## src/rtl/psc_pkg.sv

```systemverilog
// Shared constants, types and a saturation helper for the point set normalizer.
`default_nettype none
package psc_pkg;

	localparam int MAX_POINTS = 64;
	localparam int AW = $clog2(MAX_POINTS);
	localparam int CW = $clog2(MAX_POINTS + 1);
	localparam int PW = 24;
	localparam int SUM_W = 30;
	localparam int DVD_W = 56;
	localparam int REM_W = DVD_W + 1;
	localparam int SC_W = DVD_W / 2;
	localparam int QFRAC = 49;
	localparam int MA_W = SC_W + 1;
	localparam int MB_W = PW + 1;
	localparam int PR_W = MA_W + MB_W;

	typedef struct packed {
		logic start;
		logic sqrt_mode;
	} it_ctl_t;

	function automatic logic signed [31:0] sat32(input logic signed [DVD_W-1:0] v);
		logic signed [DVD_W-1:0] hi;
		logic signed [DVD_W-1:0] lo;
		hi = DVD_W'(64'sd2147483647);
		lo = -DVD_W'(64'sd2147483648);
		if (v > hi) begin
			return 32'sh7fffffff;
		end else if (v < lo) begin
			return 32'sh80000000;
		end
		return v[31:0];
	endfunction

endpackage
`default_nettype wire

```

## src/rtl/psc_store.sv

```systemverilog
// Point memory: one write port, one registered read port for x and y.
`default_nettype none
module psc_store
	import psc_pkg::*;
(
	input  wire logic                 clk,
	input  wire logic                 wr_en,
	input  wire logic [AW-1:0]        wr_addr,
	input  wire logic signed [PW-1:0] wr_x,
	input  wire logic signed [PW-1:0] wr_y,
	input  wire logic [AW-1:0]        rd_addr,
	output logic signed [PW-1:0]      rd_x,
	output logic signed [PW-1:0]      rd_y
);

	logic [2*PW-1:0] mem_q [MAX_POINTS];
	logic [2*PW-1:0] rd_q;

	always_ff @(posedge clk) begin
		if (wr_en) begin
			mem_q[wr_addr] <= {wr_x, wr_y};
		end
		rd_q <= mem_q[rd_addr];
	end

	assign rd_x = rd_q[2*PW-1:PW];
	assign rd_y = rd_q[PW-1:0];

endmodule
`default_nettype wire

```

## config.mk

```make
export PLATFORM = sky130hd
export DESIGN_NAME = psc_store
export DESIGN_NICKNAME = d
export VERILOG_FILES = /design/src/rtl/psc_pkg.sv /design/src/rtl/psc_store.sv
export SDC_FILE = /design/constraint.sdc
export NUM_CORES = 2
export LEC_CHECK = 0
export BUFFER_PORTS_ARGS = -buffer_cell sky130_fd_sc_hd__buf_2
export CAP_MARGIN = 20
export CELL_PAD_IN_SITES_DETAIL_PLACEMENT = 1
export CELL_PAD_IN_SITES_GLOBAL_PLACEMENT = 1
export CORE_MARGIN = 2
export CORE_UTILIZATION = 30
export DETAILED_ROUTE_END_ITERATION = 6
export GPL_TIMING_DRIVEN = 0
export PLACE_DENSITY_LB_ADDON = 0.1
export SYNTH_ARGS = -nofsm -noshare
export SYNTH_HDL_FRONTEND = slang
export SYNTH_SLANG_ARGS = --single-unit
export TNS_END_PERCENT = 10
```

## constraint.sdc

```tcl
create_clock -name clk -period 5.88 [get_ports clk]
set_clock_uncertainty 0.15 [all_clocks]
set_input_delay 0.882 -clock clk [delete_from_list [all_inputs] [get_ports clk]]
set_output_delay 0.882 -clock clk [all_outputs]
set_load 0.05 [all_outputs]
```

==> run summary <==
status -> finished, final reports clean
Post-Synth XOR/XNOR Area -> 0
Yosys reg bits -> 3120
multiplexer area fraction after synthesis -> 0.152
Reg clk slew, reported paths -> 0.06 ns
max-cap violation count -> 0
remaining antenna violation count -> 0
CTS max path bufs -> 4
# DRC -> 0
Via-to-Cell Ratio -> 5.22
layout cells sized above 1 -> 0.312
CP required -> 6.46 ns
Post-Synth Simple-Gate Area -> 0.00957
starting density of the core -> 0.301
asr flop ratio synth -> 0
Setup crit end kind -> flip-flop
Inst Count DP -> 10500
CTS sink count -> 3120
Syn Area/Cell -> 23.6 um2
post-route insts no fill -> 11200
Slew @ Worst Pin -> 1.32 ns
r2r startpoint -> mem_q[46][17]$_DFFE_PP_
Post-synth EDFFs -> 3072
CP arrival -> 5.46 ns
Synth Area in Compound Gates -> 0.0302
Highest Clock Rate -> 0.205 GHz
commonest non-fill, non-tap cell in the layout -> edfxtp_1
H-tree depth -> 5
fin crit period -> 4.89 ns
CTS Root Cell -> clkbuf_16
final setup fails -> 0
Core ar. -> 0.389 mm2
Area growth, synth to finish -> 20.6%
endpoints failing hold -> 0
largest net degree at the start of global routing -> 65
Seq/Total Area, Yosys -> 0.796
synthesized area -> 0.117 mm2
DRT iter0 DRCs -> 6336
die width -> 629 um
cell count after synthesis -> 4970
nets -> 5772
DR WL/cell -> 37.9 um
crit path from -> rd_addr[3]
Post-Synth Adder-Cell Area -> 0
Distinct cells, synth -> 36
global-route wire length before repair -> 569000 um
Tcrit/Tclk final -> 0.831
I/O Buffers -> 101
antenna violations before repair -> 42
GRT Util Overall -> 0.212
FF-to-FF setup slack -> 2.99 ns
total gr overflow -> 0
placement row count -> 229
Vert. Die Dim -> 629 um
number of CTS-inserted buffers -> 359
via count -> 58600
GPL Wtd Cong -> 0.739
Worst Setup Start Kind -> primary input
path depth of the worst reg2reg path -> 5
synth warn -> 0
vias in the first global route -> 61600
main combinational cell family by area after synthesis -> multiplexers
most frequent cells in the layout -> edfxtp_1, mux4_2, clkbuf_16, clkbuf_1, buf_2
RSZ-0062 raised after global routing -> no
cell area power density -> 346 mW/mm2
hold path start -> wr_x[12]
Worst Hold Slack -> 0.116 ns
CP Class -> primary input to flip-flop
end of the worst register-to-register path -> rd_q[17]$_DFF_P_
Skew-Pair Late Insertion Delay -> 0.95 ns
Pleak -> 43.7 nW
Post-DP HPWL -> 293000 um
Slew HR -> 0.120
crit-path max FO -> 10
worst IR drop on VDD -> 0.245 mV
Min-Delay Path Class -> primary input to flip-flop
Area contributors post-synth -> edfxtp_1, mux4_2, dfxtp_1
# resized after CTS -> 0
IO Pins -> 110
area fraction of the dominant cell type after synthesis -> 0.788
Synth Net Count -> 5032
Hold EP -> mem_q[46][36]$_DFFE_PP_
DRT Wirelength -> 425000 um
drt pass-1 iters -> 5
Post CTS Setup Buffer Count -> 0
Worst Hold Path Cells -> 1
Power, Total -> 0.0489 W
CTS tree -> done
die area -> 0.395 mm2
Hold Buf Count CTS -> 0
max-slew violations -> 0
Yosys top cell by area -> edfxtp_1
Main synth FF type -> edfxtp_1
==> final cells by class <==
type                    count  area, um2
fillers                 37100     248000
flip-flops and latches   3120      93200
multi-input cells        1568      22900
clock buffers             503       9950
well taps                5197       6500
repair buffers            379       6150
plain buffers             282       1510
clock inverters           145       1050
diodes                     17       42.5
==> cell families after synthesis <==
group                  count (synthesis)
AOI/OAI and AO/OA                    486
buffers and inverters                282
muxes                                829
DFF                                 3120
and+or+nand+nor                      253
==> metrics by stage <==
step | TNS [ns] | instance area [um2] | utilization | setup slack (ns)
after detailed placement | 0 | 130000 | 0.334 | 0.0236
after global routing | 0 | 141000 | 0.363 | 1.25
after CTS | 0 | 141000 | 0.362 | 1.04
after global placement | -8738.95 | 124000 | 0.319 | -7.19
final | 0 | 141000 | 0.363 | 0.995
after floorplan | 0 | 117000 | - | 0.563
==> synth_stat cells, types with 2 or more instances <==
master    number
a211oi_1      32
a21oi_1       74
a221oi_1      83
a22o_1        57
a22oi_1       72
a311oi_1      11
a31o_2         5
and2_1         3
buf_1         12
buf_2         98
buf_4         62
buf_6         11
clkbuf_1      98
dfxtp_1       48
edfxtp_1    3072
mux2_2        12
mux2i_1       63
mux4_2       754
nand2_1       55
nand2b_1      10
nand3_1        7
nand3b_1       5
nand4_1        2
nor2_1       132
nor2b_1       24
nor3_1         3
o221ai_1      28
o22ai_1      122
or2_2          3
or3_1          3
or3b_2         4
==> state kept, by name, indices dropped and copies added, names as in the netlist <==
name,count
rd_q,48
mem_q,3072
==> worst max-delay path by stage <==
| stage | end | cells after the start |
|---|---|---|
| floorplan | mem_q[48][0]$_DFFE_PP_ | 4 |
| global placement | mem_q[48][42]$_DFFE_PP_ | 4 |
| detailed placement | rd_q[18]$_DFF_P_ | 9 |
| CTS | rd_q[18]$_DFF_P_ | 9 |
| global route | rd_q[2]$_DFF_P_ | 7 |
| finish | rd_q[1]$_DFF_P_ | 7 |
==> critical path, stage by stage <==
cell and delay, ns:
buf_2 0.32, clkbuf_1 0.65, and2_1 0.65, buf_2 0.57, clkbuf_1 0.89, a221oi_1 0.32, a221oi_1 1.14
==> power breakdown <==
| part | switching (W) | internal [W] |
|---|---|---|
| Combinational | 0.00203 | 0.000904 |
| Sequential | 0.0000469 | 0.0246 |
| Clock | 0.00909 | 0.0122 |
| Total | 0.0112 | 0.0377 |
==> routing by layer <==
layer  vias up  GRT usage  wire (um)
met2      1842      0.355     208000
li1      23100          -          -
met4        10     0.0608      12600
met3       557     0.0278      21600
met1     33000      0.290     182000
met5         -          0         63
Note: power is estimated with default switching activity, not from simulation.
