<file path="config.mk">
export PLATFORM = sky130hd
export DESIGN_NAME = psc_iter
export DESIGN_NICKNAME = d
export VERILOG_FILES = /design/src/rtl/psc_pkg.sv /design/src/rtl/psc_iter.sv
export SDC_FILE = /design/constraint.sdc
export NUM_CORES = 1
export LEC_CHECK = 0
export ABC_AREA = 1
export BUFFER_PORTS_ARGS = -buffer_cell sky130_fd_sc_hd__buf_2
export CORE_MARGIN = 2
export CORE_UTILIZATION = 51
export DETAILED_ROUTE_END_ITERATION = 10
export GPL_TIMING_DRIVEN = 0
export PLACE_DENSITY = 0.79
export SYNTH_ARGS = -nofsm -noshare
export SYNTH_HDL_FRONTEND = slang
export SYNTH_SLANG_ARGS = --single-unit
</file>
<file path="constraint.sdc">
create_clock -name clk -period 9.05 [get_ports clk]
set_input_delay 1.3575 -clock clk [delete_from_list [all_inputs] [get_ports clk]]
set_output_delay 1.3575 -clock clk [all_outputs]
set_load 0.02 [all_outputs]
</file>
<file path="src/rtl/psc_pkg.sv">
// Shared constants, types and a saturation helper for the point set normalizer.
`default_nettype none
package psc_pkg;

	localparam int MAX_POINTS = 64;
	localparam int AW = $clog2(MAX_POINTS);
	localparam int CW = $clog2(MAX_POINTS + 1);
	localparam int PW = 24;
	localparam int SUM_W = 30;
	localparam int DVD_W = 56;
	localparam int REM_W = DVD_W + 1;
	localparam int SC_W = DVD_W / 2;
	localparam int QFRAC = 49;
	localparam int MA_W = SC_W + 1;
	localparam int MB_W = PW + 1;
	localparam int PR_W = MA_W + MB_W;

	typedef struct packed {
		logic start;
		logic sqrt_mode;
	} it_ctl_t;

	function automatic logic signed [31:0] sat32(input logic signed [DVD_W-1:0] v);
		logic signed [DVD_W-1:0] hi;
		logic signed [DVD_W-1:0] lo;
		hi = DVD_W'(64'sd2147483647);
		lo = -DVD_W'(64'sd2147483648);
		if (v > hi) begin
			return 32'sh7fffffff;
		end else if (v < lo) begin
			return 32'sh80000000;
		end
		return v[31:0];
	endfunction

endpackage
`default_nettype wire

</file>
<file path="src/rtl/psc_iter.sv">
// Shared bit-serial unit: restoring divide, one bit a cycle, or square root, one digit a cycle.
`default_nettype none
module psc_iter
	import psc_pkg::*;
(
	input  wire logic             clk,
	input  wire logic             arst_n,
	input  wire it_ctl_t          ctl,
	input  wire logic [DVD_W-1:0] dvd,
	input  wire logic [DVD_W-1:0] dvs,
	output logic                  done,
	output logic [DVD_W-1:0]      quo,
	output logic [DVD_W-1:0]      rem
);

	logic             busy_q;
	logic             done_q;
	logic             mode_q;
	logic [5:0]       cnt_q;
	logic [DVD_W-1:0] dvd_q;
	logic [DVD_W-1:0] dvs_q;
	logic [DVD_W-1:0] quo_q;
	logic [REM_W-1:0] rem_q;
	logic [REM_W-1:0] cand;
	logic [REM_W-1:0] trial;
	logic             ge;

	always_comb begin
		if (mode_q) begin
			cand = {rem_q[REM_W-3:0], dvd_q[DVD_W-1:DVD_W-2]};
			trial = {quo_q[DVD_W-2:0], 2'b01};
		end else begin
			cand = {rem_q[REM_W-2:0], dvd_q[DVD_W-1]};
			trial = {1'b0, dvs_q};
		end
		ge = cand >= trial;
	end

	always_ff @(posedge clk or negedge arst_n) begin
		if (!arst_n) begin
			busy_q <= 1'b0;
			done_q <= 1'b0;
			cnt_q <= '0;
		end else begin
			done_q <= 1'b0;
			if (ctl.start) begin
				busy_q <= 1'b1;
				cnt_q <= ctl.sqrt_mode ? 6'(SC_W - 1) : 6'(DVD_W - 1);
			end else if (busy_q) begin
				if (cnt_q == '0) begin
					busy_q <= 1'b0;
					done_q <= 1'b1;
				end else begin
					cnt_q <= cnt_q - 6'd1;
				end
			end
		end
	end

	always_ff @(posedge clk) begin
		if (ctl.start) begin
			dvd_q <= dvd;
			dvs_q <= dvs;
			quo_q <= '0;
			rem_q <= '0;
			mode_q <= ctl.sqrt_mode;
		end else if (busy_q) begin
			rem_q <= ge ? cand - trial : cand;
			quo_q <= {quo_q[DVD_W-2:0], ge};
			dvd_q <= mode_q ? {dvd_q[DVD_W-3:0], 2'b00} : {dvd_q[DVD_W-2:0], 1'b0};
		end
	end

	assign done = done_q;
	assign quo = quo_q;
	assign rem = rem_q[DVD_W-1:0];

endmodule
`default_nettype wire

</file>
==> results.md <==
* Status: completed
* Hold Crit Class: register to register
* CP max stage delay at around 0.61 ns
* Cts repair resizes at 0
* Row Count at 65
* CTS Buf Count at 25
* Clock Power Share at 19.5%
* Clock slew at reported path FFs at approximately 0.060 ns
* Placed inst area at 0.0179 mm^2
* Cell at the slowest stage of the critical path: edfxtp_1
* Fillers at ~3,000
* Worst skew pair latency at 0.55 ns
* Synthesized Nets at 2,659
* Postcts setup bufs at 0
* Final Hold Fails at 0
* Peak supply drop at 0.000148 V
* Post-Synthesis Cells at around 2,500
* Most frequent cells in the layout: nand2_1, inv_1, buf_2
* Fmax at between 0.15 and 0.2 GHz
* CP cell instances: buf_2 -> clkbuf_1 -> clkbuf_1 -> clkbuf_1 -> o21ai_0 -> ha_1 -> nand2_1 -> nor2_1 -> inv_1 -> nor2_1 -> nand2_1 -> nor2_1 -> nand3_1 -> nand2_1 -> nor2_2 -> buf_2 -> nand4_1 -> nand2_1 -> nor2_1 -> nor2_1
* Die Width at roughly 180 um
* Max Root-Sink Buffers at 3
* Commonest non-fill, non-tap cell in the layout: nand2_1
* Antenna-violating nets left at 0
* CTS H-tree depth at 1
* DRT Wirelength at about 60,000 um
* Worst Path Buf+Inv at 6
* Grt met1 use at 46.3%
* Post-layout util at 59.6%
* Flops & latches, synth at 233
* Number of global-route vias before repair at approximately 16,000
* Area leader, netlist: edfxtp_1
* Mean post-synth cell area at around 6.5 um^2
* Critical path class: register to register
* Initial DRC Count at between 1,500 and 2,000
* Share of cells above drive strength 1 at 13.2%
* CTS root buf: clkbuf_16
* Arrival @ worst endpoint at roughly 6 ns
* Cell Area, Synth at ~0.016 mm^2
* Worst Path Max Fanout at 10
* Comb power frac at a little under three fifths
* RSZ-0062 raised after global routing: no
* Pwr Density at approximately 300 mW/mm^2
* Sw Pwr at roughly 2600 uW
* Total number of vias at around 17,000
* Post-synth EDFFs at between 100 and 150
* Post-DP HPWL at 48,000 um
* Share of the synthesized area in the top cell type at a little over a fifth
* Setup TNS at 0 ns
* Die area at 0.0333 mm^2
* Tcrit/Tclk final at slightly above 60%
* Int Pwr at roughly 2900 uW
* GR met3 Demand/Resource at under 10%
* Synth cell types at 46
* Footprint of the multi-input gates at about 0.008 mm^2
* Layout area overhead at 15.5%
* Fin area at approximately 0.019 mm^2
* I/O Buffers at 228
* Sink Count at approximately 230
* Global-route wire length before repair at 90,400 um
* WL/cell at 18.9 um
* Slew @ Worst Pin at around 1.2 ns
* Global route overflow at 0
* Leakage power figure at between 0.009 and 0.01 uW
* Synth area leaders: edfxtp_1, nand2_1, dfxtp_1, inv_1, ha_1
* Fin. max-slew vios at 0
* CP most frequent cell: nor2_1
* Total power at about 5500 uW
* Die height at ~180 um
* Flop pwr share at 25.3%
* 1st-pass router iterations at 6
* Cts hold-fix bufs at 0
* Setup-failing EPs final at 0
* Layout Nets at around 2,900
* Initial Util at about half
* Largest net degree at the start of global routing at 66
* Fraction of registers with async set/reset at 3.43%
* I/O pin count at around 230
* Routing usage on met2 at 58.5%
* Synth warnings at 0
* CP Launch Type: register
* Reg area at roughly 0.0058 mm^2
* Final Critical Period at ~5.5 ns
* Worst slew margin at a little under a quarter
* Placer Congestion at approximately 1.0
* Gr usage total at 35.3%
* Worst EP required at around 9.5 ns
* Cell family with most CP delay: buffers and inverters
* Core ar. at approximately 0.031 mm^2
* Main synth FF type: edfxtp_1
* Vias/cell at between 5 and 6
* Sw Share at roughly 48%
* Max_cap viols at 0
* Sequential-to-total area share from yosys stat at roughly 36%
* Most Crowded Layer GR: met2
* Initial antenna violation count at 3
* Worst hold slack at roughly 0.47 ns
* CP Capture Type: register
* TritonCTS clock tree: yes
* Residual DRC at 0
* Skew final at between 0.02 and 0.025 ns
==> kinds of logic (layout without fill, tap and decap cells) <==
group,count (synthesis),after routing,synth area share (%)
AO/OA/AOI/OAI,327,327,10.6
XOR/XNOR,23,23,1.24
adder cells (fa/ha/maj),60,60,4.67
buffers and inverters,557,831,13.7
flip-flops,233,233,35.9
multiplexers,1,1,0.0616
other,0,2,0
AND/OR/NAND/NOR,1282,1282,33.8
==> final cells by class <==
cell class              count  area share (%)
repair buffers            228            6.09
clock buffers              33            3.60
plain buffers             101            2.73
inverters                 456            9.12
well taps                 402            2.68
diodes                      2          0.0267
flip-flops and latches    233            31.1
clock inverters            13           0.960
multi-input cells        1693            43.7
==> synth_stat cells (all sizes together), types with 54 or more instances <==
cell / instances
ha: 59
clkbuf: 57
nand3: 159
dfxtp: 112
nand4: 71
o21ai: 123
o22ai: 54
a21oi: 144
nand2: 848
inv: 455
nor2: 183
edfxtp: 113
==> worst min-delay path: stages (launching register included) <==
cell	delay [ns]
dfxtp_1	0.33
nand2_1	0.05
o21ai_0	0.06
==> power groups by stage <==
stage	Clock (uW)	Sequential (uW)	Combinational [uW]
2_1_floorplan	0	1500	2000
3_3_place_gp	0	1410	2940
3_5_place_dp	0	1410	2970
4_1_cts	1090	1390	2990
5_1_grt	1120	1410	3370
6_report	1080	1400	3050
==> sequential cells by signal, indices dropped and copies added (netlist names) <==
| register | count |
|---|---|
| rem_q | 56 |
| dvs_q | 56 |
| dvd_q | 56 |
| quo | 56 |
| done | 1 |
| cnt_q | 6 |
| mode_q | 1 |
| busy_q | 1 |
==> through the flow <==
stage	setup WS [ns]	std cells
after CTS	3.75	3159
after detailed placement	3.79	3113
final	3.54	3161
after global placement	2.99	3113
after global routing	3.35	3159
after floorplan	5.08	2483
==> per-layer routing <==
metal,vias to the layer above,part of all wire [%]
li1,8353,-
met1,7914,42
met2,723,46
met3,125,9.0
met4,6,3.1
met5,-,0.054
==> final timing paths <==
path                          from         to  slack (ns)  depth (start not counted)
max                         mode_q  rem_q[54]        3.54                         20
min                        quo[55]    quo[55]        0.47                          2
max reg2reg                 mode_q  rem_q[54]        3.54                         20
min reg2reg                quo[55]    quo[55]        0.47                          2
max in group asynchronous   arst_n   cnt_q[3]        8.22                          1
min in group asynchronous   arst_n   cnt_q[4]        0.66                          1
Note: power is estimated with default switching activity, not from simulation.
